==> src/sv/deq_pkg.sv <==
// ----------------------------------------------------------------------------
// deq_pkg
// Shared types and constants for the double-ended queue core.
// ----------------------------------------------------------------------------
`default_nettype none

package deq_pkg;

	// Ring depth and derived widths
	localparam int DEPTH   = 16;
	localparam int IDX_W   = $clog2(DEPTH);
	localparam int CNT_W   = $clog2(DEPTH + 1);
	localparam int WORD_W  = 32;
	localparam int COUNT_W = 5;

	typedef logic [IDX_W-1:0] idx_t;
	typedef logic [CNT_W-1:0] cnt_t;

	localparam idx_t IDX_LAST = IDX_W'(DEPTH - 1);
	localparam cnt_t CNT_FULL = CNT_W'(DEPTH);

	typedef enum logic [1:0] {
		OP_PUSH_BACK  = 2'd0,
		OP_PUSH_FRONT = 2'd1,
		OP_POP_BACK   = 2'd2,
		OP_POP_FRONT  = 2'd3
	} op_t;

	typedef enum logic [1:0] {
		ST_DONE  = 2'd0,
		ST_EMPTY = 2'd1,
		ST_FULL  = 2'd2
	} status_t;

	// Memory request issued by the index controller for one beat
	typedef struct packed {
		logic    wr_en;
		idx_t    wr_addr;
		idx_t    front_addr;
		idx_t    back_addr;
		cnt_t    count;
		status_t status;
	} deq_req_t;

endpackage

`default_nettype wire

==> src/sv/deq_if.sv <==
// ----------------------------------------------------------------------------
// deq_if
// Valid/ready channels: operation requests in, queue snapshots out.
// ----------------------------------------------------------------------------
`default_nettype none

interface deq_in_if import deq_pkg::*; ();
	logic                     valid;
	logic                     ready;
	logic [1:0]               operation;
	logic signed [WORD_W-1:0] push_value;

	modport source (output valid, output operation, output push_value, input ready);
	modport sink   (input valid, input operation, input push_value, output ready);
endinterface

interface deq_out_if import deq_pkg::*; ();
	logic                     valid;
	logic                     ready;
	logic signed [WORD_W-1:0] front_word;
	logic signed [WORD_W-1:0] back_word;
	logic [COUNT_W-1:0]       entry_count;
	logic [1:0]               status;

	modport source (output valid, output front_word, output back_word,
		output entry_count, output status, input ready);
	modport sink   (input valid, input front_word, input back_word,
		input entry_count, input status, output ready);
endinterface

`default_nettype wire

==> src/sv/deq_ram.sv <==
// ----------------------------------------------------------------------------
// deq_ram
// Generic single-write, single-read RAM with registered read data.
// ----------------------------------------------------------------------------
`default_nettype none

module deq_ram #(
	parameter int WIDTH = 32,
	parameter int DEPTH = 16
) (
	input  wire logic                     clk,
	input  wire logic                     we,
	input  wire logic [$clog2(DEPTH)-1:0] waddr,
	input  wire logic [WIDTH-1:0]         wdata,
	input  wire logic                     re,
	input  wire logic [$clog2(DEPTH)-1:0] raddr,
	output logic      [WIDTH-1:0]         rdata
);

	logic [WIDTH-1:0] mem [DEPTH];

	// Write port
	always_ff @(posedge clk) begin
		if (we) begin
			mem[waddr] <= wdata;
		end
	end

	// Registered read, holds while re is low
	always_ff @(posedge clk) begin
		if (re) begin
			rdata <= mem[raddr];
		end
	end

endmodule

`default_nettype wire

==> src/sv/deq_ctrl.sv <==
// ----------------------------------------------------------------------------
// deq_ctrl
// Ring index and fill count bookkeeping; issues the write and the two reads.
// ----------------------------------------------------------------------------
`default_nettype none

module deq_ctrl import deq_pkg::*; (
	input  wire logic clk,
	input  wire logic arst_n,
	input  wire logic accept,
	input  wire op_t  op,
	output deq_req_t  req
);

	idx_t front_q, back_q;
	cnt_t count_q;

	idx_t front_inc, front_dec, back_inc, back_dec;
	idx_t front_nxt, back_nxt, wr_addr;
	cnt_t count_nxt;
	logic full, empty, wr_en;
	status_t status;

	// Wrapping neighbors of both ends
	always_comb begin
		front_inc = (front_q == IDX_LAST) ? '0 : front_q + idx_t'(1);
		front_dec = (front_q == '0) ? IDX_LAST : front_q - idx_t'(1);
		back_inc  = (back_q == IDX_LAST) ? '0 : back_q + idx_t'(1);
		back_dec  = (back_q == '0) ? IDX_LAST : back_q - idx_t'(1);
		full      = (count_q == CNT_FULL);
		empty     = (count_q == '0);
	end

	// Next indices, count and write request for the current beat
	always_comb begin
		front_nxt = front_q;
		back_nxt  = back_q;
		count_nxt = count_q;
		wr_en     = 1'b0;
		wr_addr   = back_inc;
		status    = ST_DONE;
		unique case (op)
			OP_PUSH_BACK: begin
				if (full) begin
					status = ST_FULL;
				end else begin
					wr_en     = 1'b1;
					wr_addr   = back_inc;
					back_nxt  = back_inc;
					count_nxt = count_q + cnt_t'(1);
				end
			end
			OP_PUSH_FRONT: begin
				if (full) begin
					status = ST_FULL;
				end else begin
					wr_en     = 1'b1;
					wr_addr   = front_dec;
					front_nxt = front_dec;
					count_nxt = count_q + cnt_t'(1);
				end
			end
			OP_POP_BACK: begin
				if (empty) begin
					status = ST_EMPTY;
				end else begin
					back_nxt  = back_dec;
					count_nxt = count_q - cnt_t'(1);
				end
			end
			OP_POP_FRONT: begin
				if (empty) begin
					status = ST_EMPTY;
				end else begin
					front_nxt = front_inc;
					count_nxt = count_q - cnt_t'(1);
				end
			end
			default: begin
				status = ST_DONE;
			end
		endcase
	end

	assign req = '{
		wr_en:      wr_en,
		wr_addr:    wr_addr,
		front_addr: front_nxt,
		back_addr:  back_nxt,
		count:      count_nxt,
		status:     status
	};

	// Ring state; back starts one slot behind front
	always_ff @(posedge clk or negedge arst_n) begin
		if (!arst_n) begin
			front_q <= '0;
			back_q  <= IDX_LAST;
			count_q <= '0;
		end else if (accept) begin
			front_q <= front_nxt;
			back_q  <= back_nxt;
			count_q <= count_nxt;
		end
	end

	// Checks
	a_count_bound: assert property (@(posedge clk) disable iff (!arst_n)
		count_q <= CNT_FULL)
		else $error("fill count above depth");

	a_drop_keeps_state: assert property (@(posedge clk) disable iff (!arst_n)
		accept && full && (op == OP_PUSH_BACK || op == OP_PUSH_FRONT)
		|=> $stable(count_q) && $stable(front_q) && $stable(back_q))
		else $error("dropped push changed ring state");

	a_empty_ends: assert property (@(posedge clk) disable iff (!arst_n)
		empty |-> back_q == front_dec)
		else $error("empty ring with misplaced back index");

	a_ignored_pop: assert property (@(posedge clk) disable iff (!arst_n)
		accept && empty && (op == OP_POP_BACK || op == OP_POP_FRONT)
		|=> $stable(front_q) && $stable(back_q) && count_q == '0)
		else $error("ignored pop changed ring state");

endmodule

`default_nettype wire

==> src/sv/double_ended_queue_core.sv <==
// ----------------------------------------------------------------------------
// double_ended_queue_core
// Bounded deque of 32-bit words in a ring buffer; one snapshot per operation.
// ----------------------------------------------------------------------------
//  channel | dir | payload                                      | handshake
//  req     | in  | operation, push_value                        | valid/ready
//  rsp     | out | front_word, back_word, entry_count, status   | valid/ready
//
//  One operation per cycle unless rsp stalls; each result passes through the read stage and then the output register.
//  Two mirrored RAMs give the front and back reads; a same-cycle write to a
//  read address is forwarded. Reset sets indices and clears count, not the RAMs.
//  A stalled rsp holds the output register and the read stage; req.ready
//  drops only when both are full and rsp is not taken.
// ----------------------------------------------------------------------------
`default_nettype none

module double_ended_queue_core import deq_pkg::*; (
	input wire logic clk,
	input wire logic arst_n,
	deq_in_if.sink   req,
	deq_out_if.source rsp
);

	deq_req_t mreq;
	logic accept, adv;
	logic fwd_front, fwd_back;
	logic [WORD_W-1:0] front_rd, back_rd;

	// Read stage
	logic                     v_s1;
	logic                     fwd_front_s1, fwd_back_s1;
	logic [WORD_W-1:0]        val_s1;
	cnt_t                     cnt_s1;
	status_t                  st_s1;

	// Output register
	logic                     out_v_q;
	logic signed [WORD_W-1:0] front_word_q, back_word_q;
	logic [COUNT_W-1:0]       count_q;
	status_t                  status_q;

	// Handshake
	assign adv       = !out_v_q || rsp.ready;
	assign req.ready = !v_s1 || adv;
	assign accept    = req.valid && req.ready;

	deq_ctrl u_ctrl (
		.clk    (clk),
		.arst_n (arst_n),
		.accept (accept),
		.op     (op_t'(req.operation)),
		.req    (mreq)
	);

	// Mirrored word stores, one read port each
	deq_ram #(.WIDTH(WORD_W), .DEPTH(DEPTH)) u_ram_front (
		.clk   (clk),
		.we    (accept && mreq.wr_en),
		.waddr (mreq.wr_addr),
		.wdata (req.push_value),
		.re    (accept),
		.raddr (mreq.front_addr),
		.rdata (front_rd)
	);

	deq_ram #(.WIDTH(WORD_W), .DEPTH(DEPTH)) u_ram_back (
		.clk   (clk),
		.we    (accept && mreq.wr_en),
		.waddr (mreq.wr_addr),
		.wdata (req.push_value),
		.re    (accept),
		.raddr (mreq.back_addr),
		.rdata (back_rd)
	);

	// Write hitting a read address in the same beat
	assign fwd_front = mreq.wr_en && (mreq.wr_addr == mreq.front_addr);
	assign fwd_back  = mreq.wr_en && (mreq.wr_addr == mreq.back_addr);

	always_ff @(posedge clk or negedge arst_n) begin
		if (!arst_n) begin
			v_s1 <= 1'b0;
		end else if (accept) begin
			v_s1 <= 1'b1;
		end else if (adv) begin
			v_s1 <= 1'b0;
		end
	end

	always_ff @(posedge clk) begin
		if (accept) begin
			fwd_front_s1 <= fwd_front;
			fwd_back_s1  <= fwd_back;
			val_s1       <= req.push_value;
			cnt_s1       <= mreq.count;
			st_s1        <= mreq.status;
		end
	end

	// Output register
	always_ff @(posedge clk or negedge arst_n) begin
		if (!arst_n) begin
			out_v_q <= 1'b0;
		end else if (adv) begin
			out_v_q <= v_s1;
		end
	end

	always_ff @(posedge clk) begin
		if (adv && v_s1) begin
			if (cnt_s1 == '0) begin
				front_word_q <= '1;
				back_word_q  <= '1;
			end else begin
				front_word_q <= fwd_front_s1 ? val_s1 : front_rd;
				back_word_q  <= fwd_back_s1 ? val_s1 : back_rd;
			end
			count_q  <= COUNT_W'(cnt_s1);
			status_q <= st_s1;
		end
	end

	assign rsp.valid       = out_v_q;
	assign rsp.front_word  = front_word_q;
	assign rsp.back_word   = back_word_q;
	assign rsp.entry_count = count_q;
	assign rsp.status      = status_q;

	// Checks
	a_empty_words: assert property (@(posedge clk) disable iff (!arst_n)
		out_v_q && count_q == '0 |-> front_word_q == '1 && back_word_q == '1)
		else $error("empty snapshot with stored words");

	a_ignored_pop_count: assert property (@(posedge clk) disable iff (!arst_n)
		out_v_q && status_q == ST_EMPTY |-> count_q == '0)
		else $error("ignored pop on a non-empty queue");

	a_single_word: assert property (@(posedge clk) disable iff (!arst_n)
		out_v_q && count_q == COUNT_W'(1) |-> front_word_q == back_word_q)
		else $error("front and back differ with one word stored");

	a_stage_fill: assert property (@(posedge clk) disable iff (!arst_n)
		v_s1 && !adv |=> v_s1 && $stable(cnt_s1) && $stable(st_s1))
		else $error("read stage lost a stalled beat");

endmodule

`default_nettype wire

==> src/flat_wrapper.sv <==
// flat-port wrapper written by rule: the top's interface ports become plain ports
module double_ended_queue_core_flat import deq_pkg::*;
  (clk, arst_n, req_valid, req_operation, req_push_value, req_ready, rsp_valid, rsp_front_word, rsp_back_word, rsp_entry_count, rsp_status, rsp_ready);
  deq_in_if req_i ();
  deq_out_if rsp_i ();
  input wire logic clk;
  input wire logic arst_n;
  input wire logic [$bits(req_i.valid)-1:0] req_valid;
  input wire logic [$bits(req_i.operation)-1:0] req_operation;
  input wire logic [$bits(req_i.push_value)-1:0] req_push_value;
  output wire logic [$bits(req_i.ready)-1:0] req_ready;
  output wire logic [$bits(rsp_i.valid)-1:0] rsp_valid;
  output wire logic [$bits(rsp_i.front_word)-1:0] rsp_front_word;
  output wire logic [$bits(rsp_i.back_word)-1:0] rsp_back_word;
  output wire logic [$bits(rsp_i.entry_count)-1:0] rsp_entry_count;
  output wire logic [$bits(rsp_i.status)-1:0] rsp_status;
  input wire logic [$bits(rsp_i.ready)-1:0] rsp_ready;
  assign req_i.valid = req_valid;
  assign req_i.operation = req_operation;
  assign req_i.push_value = req_push_value;
  assign req_ready = req_i.ready;
  assign rsp_valid = rsp_i.valid;
  assign rsp_front_word = rsp_i.front_word;
  assign rsp_back_word = rsp_i.back_word;
  assign rsp_entry_count = rsp_i.entry_count;
  assign rsp_status = rsp_i.status;
  assign rsp_i.ready = rsp_ready;
  double_ended_queue_core u_core (.clk(clk), .arst_n(arst_n), .req(req_i), .rsp(rsp_i));
endmodule
==> config.mk <==
export PLATFORM = sky130hd
export DESIGN_NAME = double_ended_queue_core_flat
export DESIGN_NICKNAME = d
export VERILOG_FILES = /design/src/sv/deq_pkg.sv /design/src/sv/deq_if.sv /design/src/sv/deq_ram.sv /design/src/sv/deq_ctrl.sv /design/src/sv/double_ended_queue_core.sv /design/src/flat_wrapper.sv
export SDC_FILE = /design/constraint.sdc
export NUM_CORES = 1
export LEC_CHECK = 0
export BUFFER_PORTS_ARGS = -buffer_cell sky130_fd_sc_hd__buf_2
export CORE_ASPECT_RATIO = 0.7
export CORE_UTILIZATION = 35
export CTS_CLUSTER_DIAMETER = 100
export CTS_CLUSTER_SIZE = 24
export DETAILED_ROUTE_END_ITERATION = 10
export GPL_TIMING_DRIVEN = 0
export HOLD_SLACK_MARGIN = 0.02
export PLACE_DENSITY = 0.48
export REMOVE_ABC_BUFFERS = 1
export SLEW_MARGIN = 0
export SYNTH_ARGS = -nofsm -noshare
export SYNTH_HDL_FRONTEND = slang
export SYNTH_SLANG_ARGS = --single-unit
export TNS_END_PERCENT = 30
==> constraint.sdc <==
create_clock -name clk -period 6.4 [get_ports clk]
set_input_delay 0.96 -clock clk [delete_from_list [all_inputs] [get_ports clk]]
set_output_delay 0.96 -clock clk [all_outputs]
set_load 0.02 [all_outputs]
[Word-level counts from Yosys, hierarchy flattened]
Memory sizes are Yosys's and may differ from the RTL's. A register that Yosys moved wholly into a read port is not among the register bits.
Index checks and enable logic that the tools add are counted.
Operators by class
  $add $sub $neg: 6
  multiply operators: 0
  div/mod/pow operators: 0
  $lt $le $gt $ge: 0
  equality and inequality tests: 8
  shifts and indexed selects: 0
  mux-type cells: 26
  bitwise gates (word level): 0
  reductions and logical operators: 17
Operators with widths (count)
  $mux W32: 2
  $mux W4: 10
  $pmux W4 S2: 2
  $logic_not A5 Y1: 2
  $mux W5: 2
  $pmux W5 S2: 1
  $add A4 B1 Y4 const B: 2
  $eq A4 B4 Y1: 2
  $eq A4 B4 Y1 const B: 2
  $logic_not A4 Y1: 2
  $sub A4 B1 Y4 const B: 2
  $mux W1: 7
  $add A5 B1 Y5 const B: 1
  $eq A5 B5 Y1 const B: 1
  $logic_and A1 B1 Y1: 5
  $sub A5 B1 Y5 const B: 1
  $eq A2 B2 Y1 const B: 2
  $pmux W2 S2: 1
  $reduce_or A2 Y1: 2
  $eq A2 B1 Y1 const B: 1
  $logic_not A1 Y1: 2
  $logic_not A2 Y1: 1
  $logic_or A1 B1 Y1: 2
  $mux W2: 1
  $reduce_bool A2 Y1: 1
Storage, ports and cells
  bits in registers: 127
  latch bits: 0
  bits in writable memories: 1024
  memory bits (read-only): 0
  input port bits: 38
  memories kept: 2
Memories
  u_core.u_ram_back.mem: depth 16, width 32, read ports 1, clocked after memory_dff 1, write ports 1, line deq_ram.sv:20  | logic [WIDTH-1:0] mem [DEPTH];
  u_core.u_ram_front.mem: depth 16, width 32, read ports 1, clocked after memory_dff 1, write ports 1, line deq_ram.sv:20

[Longest topological paths before layout]
  depth after elaboration: 7
  depth in mapped cells: 13
  depth with buffers taken out: 9

[Modules after synthesis]
Synthesis repeated with hierarchy kept, for this count alone.
Unflattened totals
  cells, all modules: 2150
  area total of the unflattened synthesis: 46414.5 um^2
By module, submodules not included
  deq_ram at u_core.u_ram_front: times used 1, cells each 838, area each 20174.3 um^2
  deq_ram at u_core.u_ram_back: times used 1, cells each 838, area each 20155.6 um^2
  double_ended_queue_core: times used 1, cells each 278, area each 4604.4 um^2
  deq_ctrl: times used 1, cells each 196, area each 1480.2 um^2

[Least setup slack after synthesis]
OpenSTA, ideal clock, no wires.
  kind: in2reg
  start: input port rsp_ready
  end: memory u_core.u_ram_front.mem[11][0], enable pin
  library setup time: 0.395 ns
  arrival time: 5.096 ns
  path slack: 0.910 ns
  stages on the path: 6
  buffers on the path: 0
  cell sequence: nand3b_1 nand2_1 clkinv_1 and3_1 nand2b_1 nor2_1
On the way
  longest elaborated chain between the ends: 6
Ends and longest elaborated chain
  from (decl): line flat_wrapper.sv:17  | input wire logic [$bits(rsp_i.ready)-1:0] rsp_ready;
  $logic_or A1 B1 Y1: line double_ended_queue_core.sv:43  | assign adv = !out_v_q || rsp.ready;
  $logic_or A1 B1 Y1: line double_ended_queue_core.sv:44  | assign req.ready = !v_s1 || adv;
  $logic_and A1 B1 Y1: line double_ended_queue_core.sv:45  | assign accept = req.valid && req.ready;
  named net u_core.accept: line double_ended_queue_core.sv:25  | logic accept, adv;
  $logic_and A1 B1 Y1: line double_ended_queue_core.sv:58  | .we (accept && mreq.wr_en),
  $mux W1: line deq_ram.sv:24  | if (we) begin
  $mux W1 (implied by the code): line deq_ram.sv:25  | mem[waddr] <= wdata;
  to (decl): line deq_ram.sv:20
The timed path passes the listed nets, and every way through them passes these cells.

[Worst setup path in the final report]
  start: register u_core.u_ctrl.count_q[1]
  end: register u_core.u_ram_front.rdata[10], read port of u_core.u_ram_front.mem (data pin)
On the way
  longest elaborated chain between the ends: 3
Ends and longest elaborated chain
  from (decl): line deq_ctrl.sv:16  | cnt_t count_q;
  from (signal assigned): line deq_ctrl.sv:103  | count_q <= count_nxt;
  $eq A5 B5 Y1 or $logic_not A5 Y1 (tied branches): line deq_ctrl.sv:30, deq_ctrl.sv:31
  $mux W4, on equally long branches: line deq_ctrl.sv:54, deq_ctrl.sv:72
  $pmux W4 S2 *: line deq_ctrl.sv:42  | unique case (op)
  to (decl): line deq_ram.sv:17  | output logic [WIDTH-1:0] rdata
Mark *: on every way between the ends. The rest lies on a longest branch, timed or not.
A chain may end at the register's enable or synchronous reset.

==> qor.csv <==
stage,metric,value,unit
floorplan,Die Area,0.09082,sq mm
clock_tree,Hold Buf Count CTS,0,
layout,Nets,2054,
global_route,gr usage total,20.10,%
timing,count of final max-slew check failures,0,
floorplan,DIE HEIGHT,252.4,um
timing,RSZ-0062 raised after global routing,no,
floorplan,boundary pin count,111,
synth,library cells used by synthesis,62,
floorplan,Die Width,359.8,um
placement,detailed placer's ending HPWL,56610,um
layout,share of cells above drive strength 1,26.11,%
synth,post-synthesis register bit count,703,
clock_tree,clock net sink count,703,
setup_path,crit-path most repeated cell,buf_2,
timing,TNS Setup,0,ns
setup_path,critical path's slowest cell,a222oi_1,
layout,Antenna diodes,0,
timing,final setup margin,1.109,ns
layout,P&R area growth vs syn,14.50,%
power,maximum VDD drop,223.3,uV
setup_path,buffer and inverter count on the worst path,8,
power,Pwr per Cell Area,396.9,mW/mm^2
synth,ys async rst share,2.134,%
global_route,initial antenna violation count,2,
layout,most frequent cells in the layout,"edfxtp_1, mux2i_1, buf_2",
layout,Layout Utilization,40.64,%
power,Leakage,12.08,nW
setup_path,"Critical Path, Cell by Cell",inv_1 -> ha_1 -> or4b_1 -> nand2_4 -> a31oi_1 -> a222oi_1 -> buf_4 -> buf_2 -> buf_2 -> buf_4 -> buf_2 -> buf_2 -> buf_2 -> mux4_2 -> a22oi_1 -> nand2_1,
timing,final hold violations,0,
timing,fin crit share,82.67,%
detailed_routing,drt pass-1 iters,7,
synth,sequential element share of the synthesized area,67.09,%
detailed_routing,via/cell ratio,5.677,
status,status,"finished, final reports clean",
detailed_routing,final wirelength,91720,um
clock_tree,Worst-path clk slew,0.10,ns
flow_run,max_cap viols,0,
layout,"commonest non-fill, non-tap cell in the layout",edfxtp_1,
setup_path,CP max stage delay,0.83,ns
setup_path,CP arrival,5.64,ns
setup_path,CP Launch Type,flop,
synth,"Top FF cell, synth",edfxtp_1,
detailed_routing,Wirelength per Cell,28.81,um
clock_tree,TritonCTS clock tree,yes,
global_route,largest net degree at the start of global routing,79,
global_route,first-pass GRT wire length,131400,um
placement,PortBufs,110,
placement,Placed Instance Area,0.03492,sq mm
power,post-layout power,14.25,mW
timing,final setup violation count,0,
setup_path,Crit Path Class,reg -> reg,
setup_path,Worst setup EP type,flop,
clock_tree,clk_lat worst skew,0.60,ns
synth,Ys Warns,0,
clock_tree,CTS Buffer Depth,3,
worst_hold_path,hold crit path type,in -> async,
floorplan,FP Rows,91,
detailed_routing,drt first-iter violations,1656,
timing,Tmin final,5.291,ns
detailed_routing,drt drc,0,
timing,Tightest Pin Transition,0.9748,ns
setup_path,cell family with most CP delay,buffers and inverters,
synth,Mapped Area,0.03136,sq mm
setup_path,CP max FO,9,
setup_path,WP data required,6.75,ns
timing,FMAX,189.0,MHz
global_route,GRT overflow,0,
floorplan,Initial Util,35.49,%
clock_tree,H-tree levels,2,
layout,post-route cell area,0.03591,sq mm
synth,"EDFF count, synth",688,
detailed_routing,"antenna viol nets, final",0,
clock_tree,post_cts resized,0,
timing,slew margin rel.,35.01,%
clock_tree,CTS Buf Count,35,
placement,post-place setup slack,1.143,ns
detailed_routing,Via Count,18080,
synth,Synth Instances,1876,
floorplan,core area,0.08835,sq mm
synth,syn avg cell area,16.72,sq um
layout,Layout fillers,7921,
clock_tree,setup bufs post-CTS,0,
timing,Final Skew,0.02342,ns
global_route,vias in the first global route,18230,
clock_tree,CTS Root Cell,clkbuf_16,
placement,routability congestion estimate,0.7557,
## cell families after synthesis
kind of cell	count (synthesis)	share of synthesized area, %
DFF	703	67.09
muxes	455	20.15
and+or+nand+nor	294	4.333
AOI/OAI and AO/OA	254	5.566
buffers and inverters	149	2.162
xor gates and xnor gates	14	0.4150
adders and majority gates	7	0.2793
## power breakdown
group	switching [mW]	total (mW)	internal (mW)
clock network	1.47	2.54	1.07
logic	3.28	5.73	2.44
registers	0.249	5.98	5.73
total	5.00	14.3	9.25
## state kept, by name, summed over array words and instances (netlist names), 4 cells and up
register,flops
u_core.cnt_s1,5
u_core.rsp.back_word,32
u_core.rsp.entry_count,5
u_core.rsp.front_word,32
u_core.u_ctrl.back_q,4
u_core.u_ctrl.count_q,5
u_core.u_ctrl.front_q,4
u_core.u_ram_back.mem,32
u_core.u_ram_back.rdata,32
u_core.u_ram_front.mem,480
u_core.u_ram_front.rdata,32
u_core.val_s1,32
## synth_stat cells, types with 2 or more instances
master     number  area share [%]
buf_2          23            0.37
o21bai_1        2           0.048
edfxtp_1      688              66
a2bb2oi_1       2           0.056
o22ai_1        68             1.4
clkbuf_1       85             1.0
and2_1          4           0.080
inv_1          13            0.16
o31ai_1         2           0.048
a2111o_1        2           0.072
dfstp_2         4            0.34
nand3_1        73             1.2
a22oi_1        97             2.3
dfrtp_1        11            0.88
mux2i_1       196             6.3
mux2_2         89             3.2
and3_1          3           0.060
nor4_1          2           0.040
a21oi_1        16            0.26
o311ai_1        2           0.056
o21ai_1         4           0.064
nor3_1         35            0.56
xor2_1          4            0.11
nor2_1         34            0.41
o21ai_0        10            0.16
nand2_1       120             1.4
nand2b_1       10            0.20
buf_6          11            0.39
nand3b_1        2           0.048
mux4_2        128             9.2
ha_1            7            0.28
mux2_1         42             1.5
buf_4           2           0.048
buf_1          13            0.16
nand4_1         3           0.060
xnor2_1         9            0.25
a31oi_1        35            0.70
## layout make-up
| type | count | area [sq um] | area share, % |
|---|---|---|---|
| Clock buffer | 48 | 967.2 | 2.694 |
| Sequential cell | 703 | 21040 | 58.60 |
| Clock inverter | 2 | 20.02 | 0.05575 |
| Timing Repair Buffer | 230 | 2459 | 6.847 |
| Inverter | 15 | 61.31 | 0.1707 |
| Tap cell | 1162 | 1454 | 4.049 |
| Multi-Input combinational cell | 1024 | 9906 | 27.59 |
## final timing paths
kind	slack (ns)	end	start	depth (start not counted)
setup / recovery	1.11	u_core.u_ram_front.rdata[10]$_DFFE_PP_	u_core.u_ctrl.count_q[1]$_DFFE_PN0P_	16
hold / removal	0.27	u_core.u_ctrl.count_q[1]$_DFFE_PN0P_	arst_n	1
setup reg to reg	1.11	u_core.u_ram_front.rdata[10]$_DFFE_PP_	u_core.u_ctrl.count_q[1]$_DFFE_PN0P_	16
hold reg to reg	0.44	u_core.rsp.status[0]$_DFFE_PP_	u_core.st_s1[0]$_SDFFCE_PP0P_	0
max in group asynchronous	5.78	u_core.u_ctrl.back_q[2]$_DFFE_PN1P_	arst_n	1
min in group clk	0.44	u_core.rsp.status[0]$_DFFE_PP_	u_core.st_s1[0]$_SDFFCE_PP0P_	0
## stage by stage
stage	hold WS (ns)	std cells
after global routing	0.2619	3184
after detailed placement	0.4065	3134
final	0.2716	3184
after floorplan	0.4003	1742
after global placement	0.4076	3014
after CTS	0.2506	3184
## metal layers
layer	up-vias	global-route usage, %	part of all wire, %	wire, um
li1	7845	-	-	-
met1	9631	27.83	45	41100
met2	497	33.61	48	44300
met3	99	2.956	5.1	4648
met4	4	4.212	1.8	1647
met5	-	0	0.024	22
(Power assumes the default switching activity.)
